## config.mk

```make
export PLATFORM = sky130hd
export DESIGN_NAME = modbus_rtu_slave_frame_handler_unit
export DESIGN_NICKNAME = d
export VERILOG_FILES = /design/src/hdl/mrtu_pkg.sv /design/src/hdl/mrtu_ram.sv /design/src/hdl/mrtu_front.sv /design/src/hdl/mrtu_cmdq.sv /design/src/hdl/mrtu_back.sv /design/src/hdl/modbus_rtu_slave_frame_handler_unit.sv
export SDC_FILE = /design/constraint.sdc
export NUM_CORES = 2
export LEC_CHECK = 0
export ABC_AREA = 0
export BUFFER_PORTS_ARGS = -buffer_cell sky130_fd_sc_hd__buf_2
export CAP_MARGIN = 10
export CORE_UTILIZATION = 40
export DETAILED_ROUTE_END_ITERATION = 8
export SYNTH_ARGS = -nofsm -noshare
export SYNTH_HDL_FRONTEND = slang
export SYNTH_SLANG_ARGS = --single-unit
export TNS_END_PERCENT = 20
```

## constraint.sdc

```tcl
create_clock -name i_clk -period 5.3 [get_ports i_clk]
set_clock_uncertainty 0.05 [all_clocks]
set_input_delay 0.53 -clock i_clk [delete_from_list [all_inputs] [get_ports i_clk]]
set_output_delay 0.53 -clock i_clk [all_outputs]
set_load 0.1 [all_outputs]
```

## src/hdl/mrtu_pkg.sv

```systemverilog
// Shared types, constants and CRC helper for the RTU slave frame handler.
// No dependencies.
package mrtu_pkg;

    localparam int REG_COUNT_DEF = 16;
    localparam int MAX_FRAME_DEF = 64;

    // Function codes
    localparam logic [7:0] FN_READ  = 8'h03;
    localparam logic [7:0] FN_WR1   = 8'h06;
    localparam logic [7:0] FN_WRM   = 8'h10;
    localparam logic [7:0] EXC_FLAG = 8'h80;
    localparam logic [7:0] EXC_FUNC = 8'h01;
    localparam logic [7:0] EXC_ADDR = 8'h02;

    // Command kinds between front and back
    localparam logic [1:0] K_READ = 2'd0;
    localparam logic [1:0] K_WR1  = 2'd1;
    localparam logic [1:0] K_WRM  = 2'd2;
    localparam logic [1:0] K_EXC  = 2'd3;

    typedef struct packed {
        logic       action;
        logic [7:0] rx_byte;
    } t_rx_item;

    typedef struct packed {
        logic [7:0] tx_byte;
        logic       tx_last;
    } t_tx_item;

    // Classified request: header bytes 0..6 (zero past frame end)
    typedef struct packed {
        logic [1:0]      kind;
        logic [7:0]      code;
        logic [6:0][7:0] req;
        logic [8:0]      len;
    } t_cmd;

    typedef struct packed {
        logic busy;
    } t_back_stat;

    // CRC-16, reflected poly 0xA001, one byte
    function automatic logic [15:0] crc_upd(input logic [15:0] c, input logic [7:0] b);
        logic [15:0] x;
        x = c ^ {8'h00, b};
        for (int i = 0; i < 8; i++) begin
            x = x[0] ? ((x >> 1) ^ 16'hA001) : (x >> 1);
        end
        return x;
    endfunction

endpackage

```

## src/hdl/mrtu_ram.sv

```systemverilog
// Generic single-write, single-read RAM with registered read data.
// No dependencies.
module mrtu_ram #(
    parameter int WIDTH = 8,
    parameter int DEPTH = 64
) (
    input  logic                     i_clk,
    input  logic                     i_we,
    input  logic [$clog2(DEPTH)-1:0] i_waddr,
    input  logic [WIDTH-1:0]         i_wdata,
    input  logic [$clog2(DEPTH)-1:0] i_raddr,
    output logic [WIDTH-1:0]         o_rdata
);
    logic [WIDTH-1:0] r_mem [DEPTH];
    logic [WIDTH-1:0] r_q;

    always_ff @(posedge i_clk) begin
        if (i_we) begin
            r_mem[i_waddr] <= i_wdata;
        end
        r_q <= r_mem[i_raddr];
    end

    assign o_rdata = r_q;
endmodule

```

## src/hdl/mrtu_front.sv

```systemverilog
// Front part: takes received bytes, keeps running CRCs and header bytes,
// classifies a frame at its end. Depends on mrtu_pkg.
module mrtu_front #(
    parameter int REG_COUNT = 16,
    parameter int MAX_FRAME = 64
) (
    input  logic                         i_clk,
    input  logic                         i_rst_n,
    input  logic                         i_in_valid,
    output logic                         o_in_ready,
    input  mrtu_pkg::t_rx_item           i_in_data,
    input  logic                         i_cfg_valid,
    output logic                         o_cfg_ready,
    input  logic [7:0]                   i_cfg_data,
    input  logic                         i_hold,
    output logic                         o_we,
    output logic [$clog2(MAX_FRAME)-1:0] o_waddr,
    output logic [7:0]                   o_wdata,
    output logic                         o_push,
    output mrtu_pkg::t_cmd               o_cmd
);
    import mrtu_pkg::*;

    localparam int LW = $clog2(MAX_FRAME + 1);
    localparam int AW = $clog2(MAX_FRAME);

    logic [LW-1:0]   r_len;
    logic [15:0]     r_c0, r_c1, r_c2;
    logic [7:0]      r_blast, r_bprev;
    logic [6:0][7:0] r_hdr;
    logic [7:0]      r_addr;

    logic            acc, full, ok, bad;
    logic [6:0][7:0] req;
    logic [15:0]     start, count;
    logic [16:0]     sum;
    logic [15:0]     crc_new;

    assign o_in_ready  = !i_hold;
    assign o_cfg_ready = 1'b1;
    assign acc  = i_in_valid && o_in_ready;
    assign full = (r_len == LW'(MAX_FRAME));

    // Frame store write
    assign o_we    = acc && !i_in_data.action;
    assign o_waddr = full ? AW'(MAX_FRAME - 1) : r_len[AW-1:0];
    assign o_wdata = i_in_data.rx_byte;
    assign crc_new = crc_upd(full ? r_c1 : r_c0, i_in_data.rx_byte);

    // Header bytes, zero past frame end
    always_comb begin
        for (int i = 0; i < 7; i++) begin
            req[i] = (LW'(i) < r_len) ? r_hdr[i] : 8'h00;
        end
    end

    // Classification at frame end
    assign start = {req[2], req[3]};
    assign count = {req[4], req[5]};
    assign sum   = {1'b0, start} + {1'b0, count};
    assign bad   = (start >= 16'(REG_COUNT)) || (count > 16'(REG_COUNT))
                   || (sum > 17'(REG_COUNT));
    assign ok    = (r_len >= LW'(4)) && (r_hdr[0] == r_addr)
                   && (r_c2 == {r_blast, r_bprev});
    assign o_push = acc && i_in_data.action && ok;

    always_comb begin
        o_cmd      = '0;
        o_cmd.req  = req;
        o_cmd.len  = 9'(r_len);
        case (req[1])
            FN_READ: begin
                o_cmd.kind = bad ? K_EXC : K_READ;
                o_cmd.code = EXC_ADDR;
            end
            FN_WR1: begin
                o_cmd.kind = (start >= 16'(REG_COUNT)) ? K_EXC : K_WR1;
                o_cmd.code = EXC_ADDR;
            end
            FN_WRM: begin
                o_cmd.kind = bad ? K_EXC : K_WRM;
                o_cmd.code = EXC_ADDR;
            end
            default: begin
                o_cmd.kind = K_EXC;
                o_cmd.code = EXC_FUNC;
            end
        endcase
    end

    // Length, CRC history, header capture
    always_ff @(posedge i_clk) begin
        if (!i_rst_n) begin
            r_len  <= '0;
            r_c0   <= 16'hFFFF;
            r_c1   <= 16'hFFFF;
            r_c2   <= 16'hFFFF;
            r_addr <= 8'h01;
        end else begin
            if (i_cfg_valid) begin
                r_addr <= i_cfg_data;
            end
            if (acc && i_in_data.action) begin
                r_len <= '0;
                r_c0  <= 16'hFFFF;
                r_c1  <= 16'hFFFF;
                r_c2  <= 16'hFFFF;
            end else if (acc) begin
                r_c0 <= crc_new;
                if (!full) begin
                    r_len <= r_len + LW'(1);
                    r_c1  <= r_c0;
                    r_c2  <= r_c1;
                end
            end
        end
    end

    always_ff @(posedge i_clk) begin
        if (acc && !i_in_data.action) begin
            r_blast <= i_in_data.rx_byte;
            if (!full) begin
                r_bprev <= r_blast;
            end
            for (int i = 0; i < 7; i++) begin
                if (!full && r_len == LW'(i)) begin
                    r_hdr[i] <= i_in_data.rx_byte;
                end
            end
        end
    end
endmodule

```

## src/hdl/mrtu_cmdq.sv

```systemverilog
// Two-entry command queue between front and back.
// Depends on mrtu_pkg.
module mrtu_cmdq (
    input  logic           i_clk,
    input  logic           i_rst_n,
    input  logic           i_push,
    input  mrtu_pkg::t_cmd i_cmd,
    input  logic           i_pop,
    output logic           o_valid,
    output mrtu_pkg::t_cmd o_cmd
);
    import mrtu_pkg::*;

    t_cmd r_ent [2];
    logic r_wp, r_rp;
    logic [1:0] r_cnt;

    assign o_valid = (r_cnt != 2'd0);
    assign o_cmd   = r_ent[r_rp];

    always_ff @(posedge i_clk) begin
        if (!i_rst_n) begin
            r_wp  <= 1'b0;
            r_rp  <= 1'b0;
            r_cnt <= 2'd0;
        end else begin
            if (i_push && r_cnt != 2'd2) begin
                r_wp <= !r_wp;
            end
            if (i_pop && o_valid) begin
                r_rp <= !r_rp;
            end
            r_cnt <= r_cnt + 2'((i_push && r_cnt != 2'd2) ? 1 : 0)
                           - 2'((i_pop && o_valid) ? 1 : 0);
        end
    end

    always_ff @(posedge i_clk) begin
        if (i_push && r_cnt != 2'd2) begin
            r_ent[r_wp] <= i_cmd;
        end
    end
endmodule

```

## src/hdl/mrtu_back.sv

```systemverilog
// Back part: holding register file, multi-write sweep, reply builder with
// CRC and output register. Depends on mrtu_pkg.
module mrtu_back #(
    parameter int REG_COUNT = 16,
    parameter int MAX_FRAME = 64
) (
    input  logic                         i_clk,
    input  logic                         i_rst_n,
    input  logic                         i_q_valid,
    input  mrtu_pkg::t_cmd               i_cmd,
    output logic                         o_pop,
    output logic [$clog2(MAX_FRAME)-1:0] o_raddr,
    input  logic [7:0]                   i_rdata,
    output logic                         o_out_valid,
    input  logic                         i_out_ready,
    output mrtu_pkg::t_tx_item           o_out_data,
    output mrtu_pkg::t_back_stat         o_stat
);
    import mrtu_pkg::*;

    localparam int IW = (REG_COUNT > 1) ? $clog2(REG_COUNT) : 1;
    localparam int JW = $clog2(2 * REG_COUNT + 6);
    localparam int AW = $clog2(MAX_FRAME);

    localparam logic [1:0] S_IDLE = 2'd0;
    localparam logic [1:0] S_WMRQ = 2'd1;
    localparam logic [1:0] S_WMWR = 2'd2;
    localparam logic [1:0] S_EMIT = 2'd3;

    logic [1:0]  r_st;
    t_cmd        r_cmd;
    logic [15:0] r_file [REG_COUNT];
    logic [7:0]  r_k;
    logic [9:0]  r_pos;
    logic        r_zero;
    logic [JW-1:0] r_j, r_blen;
    logic [IW-1:0] r_rp;
    logic        r_half;
    logic [15:0] r_crc;
    logic        r_ov;
    t_tx_item    r_out;

    logic [9:0]  pos;
    logic [8:0]  rd_idx;
    logic        slot;
    logic [7:0]  body, ob;
    logic        last;
    logic [15:0] rword;

    assign o_stat.busy = (r_st != S_IDLE);
    assign o_pop       = (r_st == S_IDLE) && i_q_valid;
    assign o_out_valid = r_ov;
    assign o_out_data  = r_out;
    assign slot        = !r_ov || i_out_ready;

    // Multi-write byte position and frame index
    assign pos     = {1'b0, r_cmd.req[3], 1'b0} + 10'(r_k);
    assign rd_idx  = 9'd7 + 9'(r_k);
    assign o_raddr = rd_idx[AW-1:0];

    // Reply byte selection
    assign rword = r_file[r_rp];
    always_comb begin
        body = 8'h00;
        if (r_j == '0) begin
            body = r_cmd.req[0];
        end else begin
            case (r_cmd.kind)
                K_EXC: begin
                    body = (r_j == JW'(1)) ? r_cmd.req[1] + EXC_FLAG : r_cmd.code;
                end
                K_READ: begin
                    if (r_j == JW'(1)) begin
                        body = FN_READ;
                    end else if (r_j == JW'(2)) begin
                        body = {r_cmd.req[5][6:0], 1'b0};
                    end else begin
                        body = r_half ? rword[7:0] : rword[15:8];
                    end
                end
                default: begin
                    body = r_cmd.req[r_j[2:0]];
                end
            endcase
        end
    end
    assign last = (r_j == r_blen + JW'(1));
    assign ob   = (r_j == r_blen) ? r_crc[7:0] : (last ? r_crc[15:8] : body);

    // Sequencer
    always_ff @(posedge i_clk) begin
        if (!i_rst_n) begin
            r_st <= S_IDLE;
            r_ov <= 1'b0;
            for (int i = 0; i < REG_COUNT; i++) begin
                r_file[i] <= 16'h0000;
            end
        end else begin
            // While emitting, the output register is reloaded whenever it frees up
            if (r_ov && i_out_ready && r_st != S_EMIT) begin
                r_ov <= 1'b0;
            end
            case (r_st)
                S_IDLE: begin
                    if (i_q_valid) begin
                        r_cmd  <= i_cmd;
                        r_k    <= 8'd0;
                        r_j    <= '0;
                        r_crc  <= 16'hFFFF;
                        r_half <= 1'b0;
                        r_rp   <= i_cmd.req[3][IW-1:0];
                        r_blen <= (i_cmd.kind == K_READ) ?
                                  JW'(3) + JW'({i_cmd.req[5], 1'b0}) :
                                  ((i_cmd.kind == K_EXC) ? JW'(3) : JW'(6));
                        if (i_cmd.kind == K_WR1) begin
                            r_file[i_cmd.req[3][IW-1:0]] <= {i_cmd.req[4], i_cmd.req[5]};
                        end
                        r_st <= (i_cmd.kind == K_WRM) ? S_WMRQ : S_EMIT;
                    end
                end
                S_WMRQ: begin
                    if (r_k == r_cmd.req[6] || pos >= 10'(2 * REG_COUNT)) begin
                        r_st <= S_EMIT;
                    end else begin
                        r_pos  <= pos;
                        r_zero <= (rd_idx >= r_cmd.len);
                        r_st   <= S_WMWR;
                    end
                end
                S_WMWR: begin
                    if (r_pos[0]) begin
                        r_file[r_pos[IW:1]][7:0] <= r_zero ? 8'h00 : i_rdata;
                    end else begin
                        r_file[r_pos[IW:1]][15:8] <= r_zero ? 8'h00 : i_rdata;
                    end
                    r_k  <= r_k + 8'd1;
                    r_st <= S_WMRQ;
                end
                S_EMIT: begin
                    if (slot) begin
                        r_ov          <= 1'b1;
                        r_out.tx_byte <= ob;
                        r_out.tx_last <= last;
                        r_j           <= r_j + JW'(1);
                        if (r_j < r_blen) begin
                            r_crc <= crc_upd(r_crc, ob);
                        end
                        if (r_cmd.kind == K_READ && r_j >= JW'(3)) begin
                            r_half <= !r_half;
                            if (r_half) begin
                                r_rp <= r_rp + IW'(1);
                            end
                        end
                        if (last) begin
                            r_st <= S_IDLE;
                        end
                    end
                end
                default: r_st <= S_IDLE;
            endcase
        end
    end
endmodule

```

## src/hdl/modbus_rtu_slave_frame_handler_unit.sv

```systemverilog
// RTU slave frame handler top level: front, command queue, back, frame RAM.
// Received byte: no result. End of an accepted frame: queue, then command register,
// then first reply byte registered, then 1 byte per cycle while the receiver takes
// them; a multi-write first loops S_WMRQ/S_WMWR per data byte (one RAM read port).
// Input held from end of an accepted frame until the last reply byte is registered.
// Reset (synchronous, active low) clears lengths, queue, register file, address=1.
module modbus_rtu_slave_frame_handler_unit #(
    parameter int REG_COUNT = mrtu_pkg::REG_COUNT_DEF,
    parameter int MAX_FRAME = mrtu_pkg::MAX_FRAME_DEF
) (
    input  logic               i_clk,
    input  logic               i_rst_n,
    input  logic               i_in_valid,
    output logic               o_in_ready,
    input  mrtu_pkg::t_rx_item i_in_data,
    output logic               o_out_valid,
    input  logic               i_out_ready,
    output mrtu_pkg::t_tx_item o_out_data,
    input  logic               i_cfg_valid,
    output logic               o_cfg_ready,
    input  logic [7:0]         i_cfg_data
);
    import mrtu_pkg::*;

    localparam int AW = $clog2(MAX_FRAME);

    logic          we, push, pop, q_valid;
    logic [AW-1:0] waddr, raddr;
    logic [7:0]    wdata, rdata;
    t_cmd          f_cmd, q_cmd;
    t_back_stat    stat;

    mrtu_front #(.REG_COUNT(REG_COUNT), .MAX_FRAME(MAX_FRAME)) u_front (
        .i_clk, .i_rst_n, .i_in_valid, .o_in_ready, .i_in_data,
        .i_cfg_valid, .o_cfg_ready, .i_cfg_data,
        .i_hold(q_valid || stat.busy),
        .o_we(we), .o_waddr(waddr), .o_wdata(wdata),
        .o_push(push), .o_cmd(f_cmd)
    );

    mrtu_ram #(.WIDTH(8), .DEPTH(MAX_FRAME)) u_ram (
        .i_clk, .i_we(we), .i_waddr(waddr), .i_wdata(wdata),
        .i_raddr(raddr), .o_rdata(rdata)
    );

    mrtu_cmdq u_q (
        .i_clk, .i_rst_n, .i_push(push), .i_cmd(f_cmd),
        .i_pop(pop), .o_valid(q_valid), .o_cmd(q_cmd)
    );

    mrtu_back #(.REG_COUNT(REG_COUNT), .MAX_FRAME(MAX_FRAME)) u_back (
        .i_clk, .i_rst_n, .i_q_valid(q_valid), .i_cmd(q_cmd), .o_pop(pop),
        .o_raddr(raddr), .i_rdata(rdata),
        .o_out_valid, .i_out_ready, .o_out_data, .o_stat(stat)
    );
endmodule

```

# Word-level counts from Yosys, hierarchy flattened
# Memory sizes are Yosys's and may differ from the RTL's. A register that Yosys moved wholly into a read port is not among the register bits.
# Cells that the tools add are included.
op_classes:
  mux: 98
  n_addsub: 12
  n_reduce_logical: 61
  n_lt_le_gt_ge: 16
  eq_ne: 32
  bitwise_logic: 21
op_table:
  columns: ["operator", "count"]
  rows:
  - ["16-bit two-way mux", 22]
  - ["8-bit two-way mux", 17]
  - ["2-bit inverter with 3-bit output", 16]
  - ["16-bit one-hot mux with 2 select lines", 1]
  - ["8-bit one-hot mux with 2 select lines", 2]
  - ["16-bit OR reduction", 2]
  - ["16-bit by 8-bit XOR with 16-bit output", 2]
  - ["1-bit two-way mux", 31]
  - ["10-bit one-hot mux with 3 select lines", 1]
  - ["4-bit two-way mux", 7]
  - ["8-bit binary-select mux with 3-bit select", 1]
  - ["6-bit two-way mux", 4]
  - ["7-bit by 3-bit equality test with 1-bit output (second input constant)", 3]
  - ["3-bit by 7-bit less-than comparator with 1-bit output (first input constant)", 3]
  - ["1-bit logical AND", 19]
  - ["2-bit AND reduction", 9]
  - ["16-bit by 16-bit adder with 17-bit output", 1]
  - ["17-bit by 5-bit > comparator with 1-bit output (second input constant)", 1]
  - ["16-bit equality test", 1]
  - ["8-bit equality test", 2]
  - ["16-bit by 5-bit >= comparator with 1-bit output (second input constant)", 1]
  - ["16-bit by 5-bit > comparator with 1-bit output (second input constant)", 1]
  - ["3-bit AND reduction", 5]
  - ["7-bit by 2-bit equality test with 1-bit output (second input constant)", 2]
  - ["47 further kinds", 86]
word_totals:
  out_inout_bits: 12
  in_bits: 22
  regBits: 273
  word_cells: 282
  ram_bits: 914
  memories: 3
memory_table:
  columns: ["memory", "words", "word_bits", "rd", "rd_clocked_by_memory_dff", "write_ports", "line", "source"]
  rows:
  - ["u_ram.r_mem", 64, 8, 1, 1, 1, "mrtu_ram.sv:14", "logic [WIDTH-1:0] r_mem [DEPTH];"]
  - ["u_back.r_file", 16, 16, 1, 1, 16, "mrtu_back.sv:32", "logic [15:0] r_file [REG_COUNT];"]
  - ["u_q.r_ent", 2, 73, 1, 1, 1, "mrtu_cmdq.sv:14", "t_cmd r_ent [2];"]

# Longest topological paths before layout
depth:
  word_depth: 27
  ltp_mapped: 18

# By module
# Synthesis repeated with hierarchy kept, for this count alone.
hier_totals:
  hier_cells: 3289
  area_unflattened_um2: 51396.8
by_module_without_submodules:
  columns: ["module", "area_per_inst_um2", "n_inst", "seq_area_each_um2", "cells_per_inst"]
  rows:
  - ["mrtu_ram", 20166.8, 1, 15534.9, 940]
  - ["mrtu_back", 18781.8, 1, 11761.3, 1444]
  - ["mrtu_front", 6587.6, 1, 3323.2, 645]
  - ["mrtu_cmdq", 5854.4, 1, 4604.4, 259]
  - ["modbus_rtu_slave_frame_handler_unit", 6.3, 1, 0.0, 1]

# Worst setup path before layout
# OpenSTA, ideal clock, no wires.
synth_path:
  path_type: "register to register"
  from: "register u_back.r_st[0]"
  to: "memory u_q.r_ent[0][0] (netlist name), enable pin"
  arrival_time_ps: 7839
  stages_incl_launch_ff: 8
  synth_period_minus_slack_ps: 8390
  t_required_ps: 4749
  path_slack_ps: -3090
  path_cell_list: "dfxtp_1 clkbuf_1 nor4_1 and2_1 clkbuf_1 nand4_1 nor4_1 nor2b_1"
synth_between:
  elab_chain_cells: 9
synth_lines:
  columns: ["element", "line", "source"]
  rows:
  - ["start, declared", "mrtu_back.sv:30", "logic [1:0] r_st;"]
  - ["start signal, assigned", "mrtu_back.sv:118", "r_st <= (i_cmd.kind == K_WRM) ? S_WMRQ : S_EMIT;"]
  - ["2-bit nonzero test", "mrtu_back.sv:50", "assign o_stat.busy = (r_st != S_IDLE);"]
  - ["1-bit logical OR", "modbus_rtu_slave_frame_handler_unit.sv:36", ".i_hold(q_valid || stat.busy),"]
  - ["1-bit zero test", "mrtu_front.sv:39", "assign o_in_ready = !i_hold;"]
  - ["via o_in_ready", "modbus_rtu_slave_frame_handler_unit.sv:14", "output logic o_in_ready,"]
  - ["1-bit logical AND", "mrtu_front.sv:41", "assign acc = i_in_valid && o_in_ready;"]
  - ["1-bit logical AND (2 in series)", "mrtu_front.sv:65", "assign o_push = acc && i_in_data.action && ok;"]
  - ["1-bit logical AND", "mrtu_cmdq.sv:39", "if (i_push && r_cnt != 2'd2) begin"]
  - ["1-bit two-way mux", "mrtu_cmdq.sv:39", null]
  - ["1-bit two-way mux (not written as such)", "mrtu_cmdq.sv:40", "r_ent[r_wp] <= i_cmd;"]
  - ["end, declared", "mrtu_cmdq.sv:14", null]
# The timed path passes the listed nets, and every way through them passes these cells.

==> impl_metrics.py <==
metrics = {
    "hold_path": {
        "hold_path_class": "in2reg",
        "worstHoldStart": "i_cfg_data[1]",
        "hold_end": "u_front.r_addr[1]",
        "hold_depth": 3,
    },
    "clocking": {
        "numCtsBuffers": 116,
        "clk_pin_slew_ns": 0.07,
        "tritoncts": "yes",
        "clk_latency_ns": 0.71,
        "ctsLongestPathBuffers": 3,
        "cts_resized": 0,
        "cts.root.buffer_cell": "clkbuf_16",
        "htreeDepth": 3,
        "cts.sinks": 1175,
    },
    "place": {
        "dp_hpwl_mm": 79.4,
        "placed_area_sq_mm": 0.0522,
        "gp_congestion": 0.884,
        "portBuffers": 32,
    },
    "power": {
        "power_frac_clock": 0.413,
        "cellInternalPower_mw": 15.6,
        "seqPwrFrac": 0.517,
        "pwr-share-comb": 0.070,
        "swShare": 0.226,
        "leakage_nw": 19.1,
        "p_sw_mw": 4.55,
        "p_per_area_mw_per_mm2": 360,
        "finalPower_mw": 20.1,
        "peakVddDrop_mv": 0.260,
    },
    "worst_setup_path": {
        "max_stage_delay_ns": 0.52,
        "cp.arrival_ns": 5.15,
        "crit-reg2reg-launch": "u_front.r_len[6]",
        "r2r-end": "u_q.r_ent[0][71]",
        "crit_family": "compound AO/OA/AOI/OAI gates",
        "worst-path-buf-inv": 0,
        "start_kind": "flop",
        "end_kind": "flop",
        "path_class": "reg2reg",
        "reg2reg_slack_ns": 0.52,
        "crit_path_start": "u_front.r_len[6]",
        "rr_worst_depth": 16,
        "crit_slowest_cell": "or4_1",
        "path_max_fanout": 11,
        "path_cells": "nor4_4 -> nand2_1 -> and2_1 -> ha_1 -> fa_1 -> a21o_1 -> a21oi_1 -> o21bai_1 -> a21oi_1 -> o21a_1 -> o2111a_1 -> a211oi_2 -> nor2b_1 -> o21a_1 -> a221o_1 -> or4_1",
        "crit_required_ns": 5.67,
    },
    "die": {
        "num_rows": 128,
        "io_pins": 34,
        "die_x_um": 354,
        "floorplan.initialDensity": 0.405,
        "fp.dieArea_sq_mm": 0.125,
        "die_y_um": 354,
        "core-area_sq_mm": 0.122,
    },
    "detailed_routing": {
        "antenna_left": 0,
        "wl_mm": 120,
        "dr.pass1.iters": 5,
        "vias": 26899,
        "route.detailed.drc": 0,
        "vias_per_cell": 5.43,
        "wl_per_cell_um": 24.1,
        "drt_iter0_markers": 2447,
    },
    "final_layout": {
        "synthToLayoutAreaGrowth_pct": 12.9,
        "layout_common_cells": "edfxtp_1, nor2_1, nand2_1",
        "nNetsFinal": 3305,
        "multi_input_area_sq_mm": 0.0143,
        "fin_area_sq_mm": 0.0560,
        "drive_gt1_frac": 0.189,
        "fill_cells": 10716,
        "final_common_cell": "edfxtp_1",
        "seq_area_sq_mm": 0.0345,
        "diodes": 0,
    },
    "sta": {
        "drv_slew": 0,
        "rsz0062_at_grt": "no",
        "min_period_ns": 4.78,
        "holdWs_ns": 0.0495,
        "clock.fmax_ghz": 0.209,
        "slew_headroom": 0.305,
        "worst_slew_pin_slew_ns": 1.04,
        "hold_violations": 0,
        "setup-tns-final_ns": 0,
        "fin_crit_sh": 0.902,
        "setup_viol": 0,
    },
    "grt": {
        "antenna_found_initial": 4,
        "grt_max_degree": 114,
        "grt_overflow": 0,
        "grt_pass1_wl_mm": 180,
        "gr-usage-all-layers": 0.192,
        "grt_pass1_vias": 26830,
    },
    "yosys": {
        "synth_nets": 3191,
        "synth_area_sq_mm": 0.0496,
        "ys_types": 90,
        "synth_flop_cell": "edfxtp_1",
        "ys_seq_area_frac": 0.696,
        "avgSynthCellArea_sq_um": 15.9,
        "synth_cells": 3116,
        "ys_seq_elements": 1175,
        "yosysWarnings": 0,
        "synth_edf_count": 1097,
        "synthArstFlopShare": 0,
    },
    "run": {
        "cap_violations": 0,
    },
    "status": {
        "run_status": "finished clean",
    },
}
==> Yosys cell counts (9+ instances only) <==
library cell	instances	area share
a211oi_1	11	0.0017
a21o_1	9	0.0014
a21oi_1	53	0.0053
a221oi_1	11	0.0019
a22oi_1	41	0.0062
a31oi_1	14	0.0018
and2_1	53	0.0067
and3_1	9	0.0011
buf_1	21	0.0016
buf_2	17	0.0017
clkbuf_1	103	0.0078
dfxtp_1	78	0.031
edfxtp_1	1097	0.66
ha_1	51	0.013
inv_1	50	0.0038
mux2_2	77	0.017
mux2i_1	100	0.020
mux4_2	202	0.092
nand2_1	230	0.017
nand2b_1	21	0.0026
nand3_1	58	0.0059
nand4_1	9	0.0011
nor2_1	405	0.031
nor2b_1	49	0.0062
nor3_1	16	0.0016
nor4_1	22	0.0028
o211ai_1	14	0.0021
o21a_1	13	0.0020
o21ai_0	50	0.0050
xnor2_1	47	0.0083
xor2_1	63	0.011
==> how the worst max path moves through the flow <==
stage | endpoint | cells after the start
global route | u_q.r_ent[0][71] | 16
global placement | u_q.r_ent[0][71] | 16
detailed placement | u_q.r_ent[0][71] | 16
CTS | u_q.r_ent[0][71] | 16
finish | u_q.r_ent[0][71] | 16
floorplan | u_q.r_ent[1][0] | 7
==> state kept, by name, indices dropped and copies added, names as in the netlist, 16 cells and up, named ones only <==
signal,count
u_back.r_cmd,67
u_front.r_c1,16
u_back.r_file,256
u_q.r_ent,134
u_ram.r_mem,512
u_front.r_hdr,56
u_back.r_crc,16
u_front.r_c2,16
==> through the flow <==
step / setup WS (ns) / util / std cells
after detailed placement: 0.541 / 0.426 / 4736
after floorplan: 0.443 / - / 3116
after global routing: 0.154 / 0.458 / 4957
after CTS: 0.512 / 0.458 / 4957
after global placement: 0.591 / 0.426 / 4736
final: 0.520 / 0.458 / 4957
==> tightest hold or removal path: cells and delay by family <==
| family | cells | cell delay (ns) |
|---|---|---|
| and+or+nand+nor | 1 | 0.09 |
| muxes | 1 | 0.06 |
| buffers and inverters | 1 | 0.07 |
==> per-layer routing <==
metal | GRT usage | part of all wire
met1 | 0.269 | 0.44
met3 | 0.0243 | 0.047
met2 | 0.314 | 0.48
met5 | 0 | 0
met4 | 0.0530 | 0.026
==> cells by family after synthesis <==
kind of cell,share of synthesized area
AND/OR/NAND/NOR,0.0835
multiplexers,0.129
flip-flops,0.696
AO/OA/AOI/OAI,0.0394
other,0.0000756
XOR/XNOR,0.0215
buffers and inverters,0.0166
adder cells (fa/ha/maj),0.0137
==> power by group through the flow <==
stage          combinational (mW)  clock, mW  sequential, mW
2_1_floorplan               0.920          0            10.6
3_3_place_gp                 1.41          0            10.6
3_5_place_dp                 1.42          0            10.6
4_1_cts                      1.43       8.44            10.4
5_1_grt                      1.51       8.78            10.4
6_report                     1.40       8.32            10.4
==> area by class of cell <==
class | count | share of cell area
flip-flops and latches | 1175 | 0.616
multi-input cells | 1740 | 0.256
clock buffers | 147 | 0.0552
well taps | 1625 | 0.0363
repair buffers | 145 | 0.0192
clock inverters | 73 | 0.0131
inverters | 52 | 0.00358
==> timing repair <==
| action | in CTS | in global routing |
|---|---|---|
| hold endpoints to repair | 1 | 0 |
| hold buffers | 1 | 0 |
| setup endpoints to repair | 0 | 0 |
| buffers inserted | 0 | 0 |
No activity file was read; power rests on OpenSTA's default activity.
